### config.mk
export PLATFORM = sky130hd
export DESIGN_NAME = block_table_allocator
export DESIGN_NICKNAME = d
export VERILOG_FILES = /design/src/hdl/bta_pkg.sv /design/src/hdl/block_table_allocator.sv /design/src/hdl/bta_ram.sv
export VERILOG_INCLUDE_DIRS = /design/src /design/src/hdl
export SDC_FILE = /design/constraint.sdc
export NUM_CORES = 2
export LEC_CHECK = 0
export BUFFER_PORTS_ARGS = -buffer_cell sky130_fd_sc_hd__buf_4
export CELL_PAD_IN_SITES_DETAIL_PLACEMENT = 0
export CELL_PAD_IN_SITES_GLOBAL_PLACEMENT = 1
export CORE_MARGIN = 8
export CORE_UTILIZATION = 58
export DETAILED_ROUTE_END_ITERATION = 7
export PLACE_DENSITY_LB_ADDON = 0.1
export SYNTH_ARGS = -nofsm -noshare
export SYNTH_HDL_FRONTEND = slang
export SYNTH_SLANG_ARGS = --single-unit
### constraint.sdc
create_clock -name clk -period 26.9 [get_ports clk]
set_input_delay 1.345 -clock clk [delete_from_list [all_inputs] [get_ports clk]]
set_output_delay 1.345 -clock clk [all_outputs]
set_load 0.01 [all_outputs]
### src/hdl/block_table_allocator_defines.svh
// ---------------------------------------------------------------------------
// block_table_allocator_defines
// Assertion macros shared by the allocator RTL; empty under synthesis.
// ---------------------------------------------------------------------------
`ifndef BLOCK_TABLE_ALLOCATOR_DEFINES_SVH
`define BLOCK_TABLE_ALLOCATOR_DEFINES_SVH

`ifndef SYNTHESIS

// property checked on every rising edge outside reset
`define BTA_ASSERT(lbl, clk, rst_n, prop) \
	lbl: assert property (@(posedge clk) disable iff (!rst_n) (prop)) \
		else $error("allocator assertion failed");

// antecedent implies consequent in the same cycle
`define BTA_ASSERT_IMP(lbl, clk, rst_n, ante, cons) \
	lbl: assert property (@(posedge clk) disable iff (!rst_n) (ante) |-> (cons)) \
		else $error("allocator implication failed");

`else

`define BTA_ASSERT(lbl, clk, rst_n, prop)
`define BTA_ASSERT_IMP(lbl, clk, rst_n, ante, cons)

`endif

`endif

### src/hdl/bta_pkg.sv
// ---------------------------------------------------------------------------
// bta_pkg
// Shared constants and codes of the block table allocator.
// ---------------------------------------------------------------------------
package bta_pkg;

	// default pool geometry
	localparam int NUM_BLOCKS_DEF  = 256;
	localparam int BLOCK_BYTES_DEF = 32;

	// fixed field widths
	localparam int OP_W     = 2;
	localparam int SIZE_W   = 14;
	localparam int OFF_IN_W = 14;
	localparam int STATUS_W = 2;
	localparam int AOFF_W   = 13;
	localparam int PCT_W    = 7;

	// scale of the usage figure
	localparam int PCT_SCALE = 100;

	// default map entry geometry for the generic ram
	localparam int RAM_WIDTH_DEF = 9;
	localparam int RAM_DEPTH_DEF = 256;

	typedef enum logic [OP_W-1:0] {
		OP_ALLOC = 2'd0,
		OP_FREE  = 2'd1,
		OP_QUERY = 2'd2,
		OP_INIT  = 2'd3
	} opcode_t;

	typedef enum logic [STATUS_W-1:0] {
		ST_OK         = 2'd0,
		ST_NOT_READY  = 2'd1,
		ST_ADDR_ERR   = 2'd2,
		ST_ALLOC_FAIL = 2'd3
	} status_t;

endpackage

### src/hdl/block_table_allocator.sv
// Per request: allocate clears the map when not yet ready, scans at one entry per cycle and
// marks each block of the run; free reads and clears the entries of the run (clears the map
// and reports not ready before ready); query computes the usage figure; initialize clears
// the map. One item at a time; the next beat can be taken in the cycle after the result
// enters the output register. Reset clears control state, then sweeps the map to zero.
// ---------------------------------------------------------------------------
// block_table_allocator
// Top-down first-fit block allocator over a map memory with one run count per block.
// ---------------------------------------------------------------------------
`include "block_table_allocator_defines.svh"

module block_table_allocator #(
	parameter int NUM_BLOCKS  = bta_pkg::NUM_BLOCKS_DEF,
	parameter int BLOCK_BYTES = bta_pkg::BLOCK_BYTES_DEF
) (
	input  logic                         clk,
	input  logic                         arst_n,
	input  logic                         in_valid,
	output logic                         in_ready,
	input  logic [bta_pkg::OP_W-1:0]     opcode,
	input  logic [bta_pkg::SIZE_W-1:0]   byte_size,
	input  logic [bta_pkg::OFF_IN_W-1:0] byte_offset,
	output logic                         out_valid,
	input  logic                         out_ready,
	output logic [bta_pkg::STATUS_W-1:0] status,
	output logic [bta_pkg::AOFF_W-1:0]   alloc_offset,
	output logic [bta_pkg::PCT_W-1:0]    usage_percent
);

	// geometry
	localparam int BLK_W      = $clog2(NUM_BLOCKS);
	localparam int CNT_W      = $clog2(NUM_BLOCKS + 1);
	localparam int SIZE_MAX   = (1 << bta_pkg::SIZE_W) - 1;
	localparam int NEED_DVD_W = $clog2(SIZE_MAX + BLOCK_BYTES);
	localparam int DIV_W      = (NEED_DVD_W > bta_pkg::OFF_IN_W) ? NEED_DVD_W : bta_pkg::OFF_IN_W;
	localparam int NEED_W     = $clog2((SIZE_MAX + BLOCK_BYTES - 1) / BLOCK_BYTES + 1);
	localparam int POOL_BYTES = NUM_BLOCKS * BLOCK_BYTES;
	localparam int PROD_W0    = BLK_W + $clog2(BLOCK_BYTES + 1);
	localparam int PROD_W     = (PROD_W0 > bta_pkg::AOFF_W) ? PROD_W0 : bta_pkg::AOFF_W;
	localparam logic [BLK_W-1:0] LAST_BLK = BLK_W'(NUM_BLOCKS - 1);

	// reciprocal constants: floor(n * M / 2^S) equals floor(n / d) over the dividend range
	localparam int     BQ_S  = DIV_W + $clog2(BLOCK_BYTES);
	localparam longint BQ_M  = ((longint'(1) << BQ_S) + longint'(BLOCK_BYTES - 1))
		/ longint'(BLOCK_BYTES);
	localparam int     BQ_PW = 2 * DIV_W + 2;
	localparam int     PQ_N  = $clog2(NUM_BLOCKS * bta_pkg::PCT_SCALE + 1);
	localparam int     PQ_S  = PQ_N + $clog2(NUM_BLOCKS);
	localparam longint PQ_K  = (((longint'(1) << PQ_S) + longint'(NUM_BLOCKS - 1))
		/ longint'(NUM_BLOCKS)) * longint'(bta_pkg::PCT_SCALE);
	localparam int     PQ_PW = CNT_W + $clog2(PQ_K + 1);

	typedef enum logic [11:0] {
		S_RST_CLR  = 12'b0000_0000_0001,
		S_IDLE     = 12'b0000_0000_0010,
		S_DISPATCH = 12'b0000_0000_0100,
		S_CLR      = 12'b0000_0000_1000,
		S_PREP     = 12'b0000_0001_0000,
		S_DIV      = 12'b0000_0010_0000,
		S_DIV_END  = 12'b0000_0100_0000,
		S_SCAN     = 12'b0000_1000_0000,
		S_MARK     = 12'b0001_0000_0000,
		S_REL_RD   = 12'b0010_0000_0000,
		S_REL_WR   = 12'b0100_0000_0000,
		S_FIN      = 12'b1000_0000_0000
	} state_t;

	state_t                        state_q;
	logic                          ready_q;
	logic [CNT_W-1:0]              used_q;
	bta_pkg::opcode_t              op_q;
	logic [bta_pkg::SIZE_W-1:0]    size_q;
	logic [bta_pkg::OFF_IN_W-1:0]  off_q;
	logic [BLK_W-1:0]              addr_q;
	logic [CNT_W-1:0]              left_q;
	logic                          head_q;
	logic [CNT_W-1:0]              need_q;

	// scan pipeline
	logic [BLK_W-1:0]              rd_addr_q;
	logic                          issue_done_q;
	logic                          pend_q;
	logic [BLK_W-1:0]              tag_q;
	logic [CNT_W-1:0]              run_q;

	// constant-divisor quotient
	logic [DIV_W-1:0]              div_dvd_q;
	logic [DIV_W-1:0]              div_quo_q;
	logic                          div_sel_q;

	// pending result
	bta_pkg::status_t              res_status_q;
	logic [bta_pkg::AOFF_W-1:0]    res_aoff_q;
	logic [bta_pkg::PCT_W-1:0]     res_pct_q;

	// output register
	logic                          out_valid_q;
	logic [bta_pkg::STATUS_W-1:0]  out_status_q;
	logic [bta_pkg::AOFF_W-1:0]    out_aoff_q;
	logic [bta_pkg::PCT_W-1:0]     out_pct_q;

	// map memory ports
	logic                          mem_we;
	logic [BLK_W-1:0]              mem_waddr;
	logic [CNT_W-1:0]              mem_wdata;
	logic                          mem_re;
	logic [BLK_W-1:0]              mem_raddr;
	logic [CNT_W-1:0]              mem_rdata;

	logic [BQ_PW-1:0]              blk_prod;
	logic [PQ_PW-1:0]              pct_prod;
	logic [NEED_W-1:0]             need_full;
	logic [CNT_W-1:0]              run_nx;
	logic [CNT_W-1:0]              left_nx;
	logic [PROD_W-1:0]             aoff_prod;
	logic                          out_free;

	bta_ram #(
		.WIDTH (CNT_W),
		.DEPTH (NUM_BLOCKS)
	) u_map (
		.clk   (clk),
		.we    (mem_we),
		.waddr (mem_waddr),
		.wdata (mem_wdata),
		.re    (mem_re),
		.raddr (mem_raddr),
		.rdata (mem_rdata)
	);

	// quotients by reciprocal multiplication
	assign blk_prod  = BQ_PW'(div_dvd_q) * BQ_PW'(BQ_M);
	assign pct_prod  = PQ_PW'(used_q) * PQ_PW'(PQ_K);
	assign need_full = div_quo_q[NEED_W-1:0];

	// scan run length and release count
	assign run_nx    = (mem_rdata == '0) ? (run_q + CNT_W'(1)) : '0;
	assign left_nx   = head_q ? mem_rdata : left_q;
	assign aoff_prod = PROD_W'(tag_q) * PROD_W'(BLOCK_BYTES);

	assign out_free  = !out_valid_q || out_ready;
	assign in_ready  = (state_q == S_IDLE);

	// map memory access per state
	always_comb begin
		mem_we    = 1'b0;
		mem_waddr = addr_q;
		mem_wdata = '0;
		mem_re    = 1'b0;
		mem_raddr = addr_q;
		unique case (state_q)
			S_RST_CLR, S_CLR: begin
				mem_we = 1'b1;
			end
			S_SCAN: begin
				mem_re    = !issue_done_q;
				mem_raddr = rd_addr_q;
			end
			S_MARK: begin
				mem_we    = 1'b1;
				mem_wdata = need_q;
			end
			S_REL_RD: begin
				mem_re = 1'b1;
			end
			S_REL_WR: begin
				mem_we = (left_nx != '0);
			end
			default: begin
				mem_we = 1'b0;
			end
		endcase
	end

	// sequencer
	always_ff @(posedge clk or negedge arst_n) begin
		if (!arst_n) begin
			state_q      <= S_RST_CLR;
			ready_q      <= 1'b0;
			used_q       <= '0;
			op_q         <= bta_pkg::OP_ALLOC;
			size_q       <= '0;
			off_q        <= '0;
			addr_q       <= '0;
			left_q       <= '0;
			head_q       <= 1'b0;
			need_q       <= '0;
			rd_addr_q    <= '0;
			issue_done_q <= 1'b0;
			pend_q       <= 1'b0;
			tag_q        <= '0;
			run_q        <= '0;
			div_dvd_q    <= '0;
			div_quo_q    <= '0;
			div_sel_q    <= 1'b0;
			res_status_q <= bta_pkg::ST_OK;
			res_aoff_q   <= '0;
			res_pct_q    <= '0;
		end else begin
			unique case (state_q)
				// power-up sweep of the map
				S_RST_CLR: begin
					addr_q <= addr_q + BLK_W'(1);
					if (addr_q == LAST_BLK) begin
						state_q <= S_IDLE;
					end
				end
				// take one input beat
				S_IDLE: begin
					if (in_valid) begin
						op_q    <= bta_pkg::opcode_t'(opcode);
						size_q  <= byte_size;
						off_q   <= byte_offset;
						state_q <= S_DISPATCH;
					end
				end
				// decode the request
				S_DISPATCH: begin
					res_status_q <= bta_pkg::ST_OK;
					res_aoff_q   <= '0;
					res_pct_q    <= '0;
					addr_q       <= '0;
					unique case (op_q)
						bta_pkg::OP_ALLOC: begin
							state_q <= ready_q ? S_PREP : S_CLR;
						end
						bta_pkg::OP_FREE: begin
							if (!ready_q) begin
								state_q <= S_CLR;
							end else if (32'(off_q) >= POOL_BYTES) begin
								res_status_q <= bta_pkg::ST_ADDR_ERR;
								state_q      <= S_FIN;
							end else begin
								div_dvd_q <= DIV_W'(off_q);
								div_sel_q <= 1'b0;
								state_q   <= S_DIV;
							end
						end
						bta_pkg::OP_QUERY: begin
							div_sel_q <= 1'b1;
							state_q   <= S_DIV;
						end
						bta_pkg::OP_INIT: begin
							state_q <= S_CLR;
						end
					endcase
				end
				// clear the map, then mark ready
				S_CLR: begin
					addr_q <= addr_q + BLK_W'(1);
					if (addr_q == LAST_BLK) begin
						ready_q <= 1'b1;
						used_q  <= '0;
						unique case (op_q)
							bta_pkg::OP_ALLOC: begin
								state_q <= S_PREP;
							end
							bta_pkg::OP_FREE: begin
								res_status_q <= bta_pkg::ST_NOT_READY;
								state_q      <= S_FIN;
							end
							default: begin
								state_q <= S_FIN;
							end
						endcase
					end
				end
				// reject a zero size, else round the size up to whole blocks
				S_PREP: begin
					if (size_q == '0) begin
						res_status_q <= bta_pkg::ST_ALLOC_FAIL;
						state_q      <= S_FIN;
					end else begin
						div_dvd_q <= DIV_W'(size_q) + DIV_W'(BLOCK_BYTES - 1);
						div_sel_q <= 1'b0;
						state_q   <= S_DIV;
					end
				end
				// register the quotient
				S_DIV: begin
					div_quo_q <= div_sel_q ? DIV_W'(pct_prod[PQ_PW-1:PQ_S])
						: DIV_W'(blk_prod[BQ_PW-1:BQ_S]);
					state_q   <= S_DIV_END;
				end
				// use the quotient
				S_DIV_END: begin
					unique case (op_q)
						bta_pkg::OP_ALLOC: begin
							if (32'(need_full) > NUM_BLOCKS) begin
								res_status_q <= bta_pkg::ST_ALLOC_FAIL;
								state_q      <= S_FIN;
							end else begin
								need_q       <= CNT_W'(need_full);
								rd_addr_q    <= LAST_BLK;
								issue_done_q <= 1'b0;
								pend_q       <= 1'b0;
								run_q        <= '0;
								state_q      <= S_SCAN;
							end
						end
						bta_pkg::OP_FREE: begin
							addr_q  <= div_quo_q[BLK_W-1:0];
							head_q  <= 1'b1;
							state_q <= S_REL_RD;
						end
						bta_pkg::OP_QUERY: begin
							res_pct_q <= div_quo_q[bta_pkg::PCT_W-1:0];
							state_q   <= S_FIN;
						end
						default: begin
							state_q <= S_FIN;
						end
					endcase
				end
				// top-down scan: issue one read per cycle, count the free run
				S_SCAN: begin
					if (!issue_done_q) begin
						tag_q  <= rd_addr_q;
						pend_q <= 1'b1;
						if (rd_addr_q == '0) begin
							issue_done_q <= 1'b1;
						end else begin
							rd_addr_q <= rd_addr_q - BLK_W'(1);
						end
					end else begin
						pend_q <= 1'b0;
					end
					if (pend_q) begin
						run_q <= run_nx;
						if (run_nx == need_q) begin
							addr_q     <= tag_q;
							left_q     <= need_q;
							used_q     <= used_q + need_q;
							res_aoff_q <= aoff_prod[bta_pkg::AOFF_W-1:0];
							state_q    <= S_MARK;
						end else if (tag_q == '0) begin
							res_status_q <= bta_pkg::ST_ALLOC_FAIL;
							state_q      <= S_FIN;
						end
					end
				end
				// write the run length into each block of the run
				S_MARK: begin
					addr_q <= addr_q + BLK_W'(1);
					left_q <= left_q - CNT_W'(1);
					if (left_q == CNT_W'(1)) begin
						state_q <= S_FIN;
					end
				end
				// release: read the entry
				S_REL_RD: begin
					state_q <= S_REL_WR;
				end
				// release: clear it, stop at the count or the end of the map
				S_REL_WR: begin
					head_q <= 1'b0;
					if (left_nx == '0) begin
						state_q <= S_FIN;
					end else begin
						if (mem_rdata != '0) begin
							used_q <= used_q - CNT_W'(1);
						end
						left_q <= left_nx - CNT_W'(1);
						if ((left_nx == CNT_W'(1)) || (addr_q == LAST_BLK)) begin
							state_q <= S_FIN;
						end else begin
							addr_q  <= addr_q + BLK_W'(1);
							state_q <= S_REL_RD;
						end
					end
				end
				// hand the result to the output register
				S_FIN: begin
					if (out_free) begin
						state_q <= S_IDLE;
					end
				end
				default: begin
					state_q <= S_IDLE;
				end
			endcase
		end
	end

	// output beat valid
	always_ff @(posedge clk or negedge arst_n) begin
		if (!arst_n) begin
			out_valid_q <= 1'b0;
		end else if ((state_q == S_FIN) && out_free) begin
			out_valid_q <= 1'b1;
		end else if (out_ready) begin
			out_valid_q <= 1'b0;
		end
	end

	// output beat payload
	always_ff @(posedge clk) begin
		if ((state_q == S_FIN) && out_free) begin
			out_status_q <= res_status_q;
			out_aoff_q   <= res_aoff_q;
			out_pct_q    <= res_pct_q;
		end
	end

	assign out_valid     = out_valid_q;
	assign status        = out_status_q;
	assign alloc_offset  = out_aoff_q;
	assign usage_percent = out_pct_q;

	// checks
	`BTA_ASSERT_IMP(a_scan_no_write, clk, arst_n, state_q == S_SCAN, !mem_we)
	`BTA_ASSERT(a_used_range, clk, arst_n, 32'(used_q) <= NUM_BLOCKS)
	`BTA_ASSERT_IMP(a_out_from_fin, clk, arst_n, $rose(out_valid_q), $past(state_q == S_FIN))
	`BTA_ASSERT_IMP(a_mark_nonzero, clk, arst_n, state_q == S_MARK, need_q != '0)

endmodule

### src/hdl/bta_ram.sv
// ---------------------------------------------------------------------------
// bta_ram
// Generic simple dual-port RAM: one write port, one registered read port.
// ---------------------------------------------------------------------------
module bta_ram #(
	parameter int WIDTH = bta_pkg::RAM_WIDTH_DEF,
	parameter int DEPTH = bta_pkg::RAM_DEPTH_DEF
) (
	input  logic                     clk,
	input  logic                     we,
	input  logic [$clog2(DEPTH)-1:0] waddr,
	input  logic [WIDTH-1:0]         wdata,
	input  logic                     re,
	input  logic [$clog2(DEPTH)-1:0] raddr,
	output logic [WIDTH-1:0]         rdata
);

	logic [WIDTH-1:0] mem [DEPTH];

	// write port and registered read port
	always_ff @(posedge clk) begin
		if (we) begin
			mem[waddr] <= wdata;
		end
		if (re) begin
			rdata <= mem[raddr];
		end
	end

endmodule

==> metrics.json <==
{
  "cts_htree_levels": {"value": 5},
  "globalRouteTotalUtil": {"value": 30.5, "unit": "%"},
  "grt_overflow": {"value": 0},
  "edff_count_synth": {"value": 2330},
  "route.antenna.remaining_nets": {"value": 0},
  "rsz0062_at_grt": {"value": "false"},
  "ctsHoldBuffers": {"value": 0},
  "clock_tree_from_tritoncts": {"value": "built"},
  "adder_cell_fraction_of_synth_area": {"value": 0.748, "unit": "%"},
  "multi_input_area": {"value": 25600, "unit": "sq um"},
  "numCtsBuffers": {"value": 274},
  "cts-root-buf": {"value": "clkbuf_16"},
  "synth.cell_area": {"value": 101000, "unit": "sq um"},
  "critical_path.most_common_cell": {"value": "buf_4"},
  "detail_route.first_pass.iterations": {"value": 6},
  "initial_utilization": {"value": 58.2, "unit": "%"},
  "pin_count": {"value": 58},
  "max-vdd-ir-drop": {"value": 0.0000634, "unit": "V"},
  "largest_net_degree_at_the_start_of_global_routing": {"value": 225},
  "crit_buf_inv": {"value": 5},
  "worstHoldPathCells": {"value": 0},
  "cp.depth": {"value": 15},
  "die_area": {"value": 188000, "unit": "sq um"},
  "post_cts_buffers": {"value": 0},
  "max_cap_viol_count": {"value": 0},
  "hold_end": {"value": "usage_percent[0]"},
  "r2r_setup_slack": {"value": 18740, "unit": "ps"},
  "drc_errors": {"value": 0},
  "max_freq": {"value": 123, "unit": "MHz"},
  "hold_path_class": {"value": "register to register"},
  "grt_pass1_vias": {"value": 60000},
  "arrival": {"value": 8920, "unit": "ps"},
  "critical_path_cell_with_the_highest_stage_delay": {"value": "o32ai_1"},
  "cp.required": {"value": 27670, "unit": "ps"},
  "post_synth_and_or_nand_nor_area_fraction": {"value": 9.39, "unit": "%"},
  "critPathMaxStageDelay": {"value": 1090, "unit": "ps"},
  "route.vias.total": {"value": 63400},
  "final_period_minus_worst_setup_slack": {"value": 8160, "unit": "ps"},
  "finalClockSkew": {"value": 61.6, "unit": "ps"},
  "setup_viol_count_final": {"value": 0},
  "critPathMaxFanout": {"value": 51},
  "dp.final_hpwl": {"value": 166, "unit": "mm"},
  "yosys.area_share.xor_xnor": {"value": 0.556, "unit": "%"},
  "design.final.nets": {"value": 7340},
  "total_count_of_hold_check_failures_in_the_final_report": {"value": 0},
  "grt_pass1_wl": {"value": 420, "unit": "mm"},
  "cts_num_sinks": {"value": 2470},
  "mean_area_per_synthesized_cell": {"value": 13.9, "unit": "sq um"},
  "totalWireLength": {"value": 292, "unit": "mm"},
  "ys_seq_elements": {"value": 2470},
  "setup_tns": {"value": 0, "unit": "ps"},
  "place.gp.congestion": {"value": 0.847},
  "ys_seq_area_share": {"value": 72.7, "unit": "%"},
  "synth_cell_type_count": {"value": 87},
  "width_of_the_die": {"value": 433, "unit": "um"},
  "rows": {"value": 153},
  "num-fill-cells": {"value": 12700},
  "setup.worst_path.end_class": {"value": "register"},
  "insertion_delay": {"value": 940, "unit": "ps"},
  "grt_antenna_before_repair": {"value": 10},
  "worst_slew_pin_slew": {"value": 1330, "unit": "ps"},
  "synth_top_family_by_area": {"value": "simple AND/OR/NAND/NOR gates"},
  "wl_per_cell": {"value": 30.0, "unit": "um"},
  "timing.final.crit_share": {"value": 30.3, "unit": "%"},
  "cp_top_family": {"value": "buffers and inverters"},
  "startpoint_type": {"value": "register"},
  "p_leak": {"value": 37.6, "unit": "nW"},
  "detailedRoute.firstIterationViolations": {"value": 7908},
  "synthCells": {"value": 7250},
  "criticalPathCategory": {"value": "register to register"},
  "synth_async_sr_flop_share": {"value": 5.67, "unit": "%"},
  "synth_warnings": {"value": 0},
  "clockBufferDepth": {"value": 4},
  "area.sequential": {"value": 73500, "unit": "sq um"},
  "status": {"value": "complete, no violations"},
  "max_slew_margin": {"value": 10.9, "unit": "%"},
  "most_frequently_used_flop_master_after_synthesis": {"value": "edfxtp_1"},
  "timing.rr.start": {"value": "state_q[3]"},
  "timing.critical_path.cells": {"value": "or4_4, nor4_4, buf_4, mux2i_4, buf_4, buf_4, buf_4, buf_4, a21oi_1, a22oi_1, a21oi_1, o21ai_0, a221oi_1, o32ai_1, a21o_1"},
  "layout_cells_sized_above_1": {"value": 8.72, "unit": "%"},
  "report.final.slew_viol_count": {"value": 0},
  "core_region_area": {"value": 173000, "unit": "sq um"},
  "min-delay-start": {"value": "res_pct_q[0]"},
  "post_cts.resized_instances": {"value": 0},
  "clock_pin_slew_on_the_worst_setup_and_hold_paths": {"value": 60, "unit": "ps"},
  "synth_compound_area_share": {"value": 8.05, "unit": "%"},
  "pwr_density_cell": {"value": 79.1, "unit": "nW/um^2"},
  "synthMuxAreaShare": {"value": 6.23, "unit": "%"},
  "reg2reg_depth": {"value": 15},
  "end_of_the_worst_register_to_register_path": {"value": "u_map.rdata[3]"},
  "timing.hold.ws": {"value": 447, "unit": "ps"},
  "via_per_inst": {"value": 6.50},
  "flow.area_growth_from_synthesis": {"value": 10.7, "unit": "%"},
  "numPortBuffers": {"value": 47},
  "die_height": {"value": 433, "unit": "um"}
}
-- sequential cells by signal, indices dropped and copies added, names as in the netlist, 9 cells and up --
signal       flops
div_quo_q       10
state_q         12
used_q           9
u_map.mem     2304
div_dvd_q       10
size_q          14
u_map.rdata      9
run_q            9
need_q           9
off_q            9
left_q           9
-- cell families after synthesis --
group,Yosys count
adders and majority gates,58
xor gates and xnor gates,61
buffers and inverters,508
other,1
AOI/OAI and AO/OA,1315
and+or+nand+nor,2217
muxes,620
DFF,2470
-- where the power goes --
group          switching [mW]  internal, mW
Clock                    1.45          2.02
Combinational           0.747         0.378
Sequential             0.0584          4.19
-- worst reg2reg max path, cell delays in order, from the launching register on --
cell and delay [ps]:
dfrtp_1 490, or4_4 660, nor4_4 530, buf_4 580, mux2i_4 470, buf_4 460
buf_4 690, buf_4 700, buf_4 720, a21oi_1 170, a22oi_1 280, a21oi_1 140
o21ai_0 450, a221oi_1 370, o32ai_1 1090, a21o_1 260
-- metrics by stage --
step / utilization (%) / std cells / total power [mW] / cell area, sq um / setup WS [ps]
after floorplan: - / 7254 / 5.11 / 101000 / 17420
after global placement: 59.8 / 9297 / 5.41 / 104000 / 19070
after detailed placement: 59.8 / 9297 / 5.43 / 104000 / 19040
after CTS: 64.4 / 9745 / 8.85 / 112000 / 19000
after global routing: 64.4 / 9745 / 9.10 / 112000 / 18680
final: 64.4 / 9752 / 8.84 / 112000 / 18740
-- cell usage in the layout (no fill, tap or decap), types with 165 or more instances in the layout --
cell type  instances
clkbuf_16        277
edfxtp_1        2330
mux2i_1          547
nand2_1         1266
a21oi_1          521
nor2_1           374
o22ai_1          217
buf_4            165
nand3_1          186
o21ai_0          182
-- routing by layer --
layer | global-route usage [%] | wire (um) | vias to the layer above
li1 | - | - | 27400
met1 | 43.0 | 116000 | 32100
met2 | 47.1 | 134000 | 3355
met3 | 6.99 | 31200 | 596
met4 | 11.0 | 11400 | 6
met5 | 0 | 46 | -
-- worst max-delay path by stage --
| stage | from | to | slack [ps] |
|---|---|---|---|
| detailed placement | state_q[3] | u_map.rdata[3] | 19040 |
| global placement | state_q[3] | u_map.rdata[3] | 19070 |
| floorplan | state_q[4] | u_map.mem[0][0] | 17420 |
| CTS | state_q[3] | u_map.rdata[3] | 19000 |
| global route | state_q[3] | u_map.rdata[3] | 18680 |
| finish | state_q[3] | u_map.rdata[3] | 18740 |
-- layout make-up --
cell class / instances / share of cell area [%]
Sequential cell: 2470 / 65.7
Multi-Input combinational cell: 4276 / 22.9
Clock buffer: 342 / 6.43
Tap cell: 2325 / 2.60
Timing Repair Buffer: 179 / 1.35
Clock inverter: 106 / 0.783
Inverter: 47 / 0.158
Antenna cell: 7 / 0.0157
-- cells in the mapped netlist (41+ instances only) --
| cell type | number | area [sq um] |
|---|---|---|
| and3_1 | 41 | 257 |
| a21oi_1 | 523 | 2620 |
| inv_1 | 47 | 176 |
| ha_1 | 54 | 676 |
| o21ai_0 | 183 | 916 |
| nand2_1 | 1270 | 4770 |
| buf_1 | 61 | 229 |
| mux2i_1 | 557 | 5580 |
| edfxtp_1 | 2330 | 70000 |
| nor4_1 | 119 | 744 |
| buf_2 | 174 | 871 |
| clkbuf_1 | 191 | 717 |
| nor3_1 | 80 | 400 |
| dfrtp_1 | 139 | 3480 |
| nand3_1 | 202 | 1010 |
| nor2_1 | 379 | 1420 |
| o22ai_1 | 217 | 1360 |
| mux2_2 | 58 | 653 |
Power figures use the tool's default switching activity.
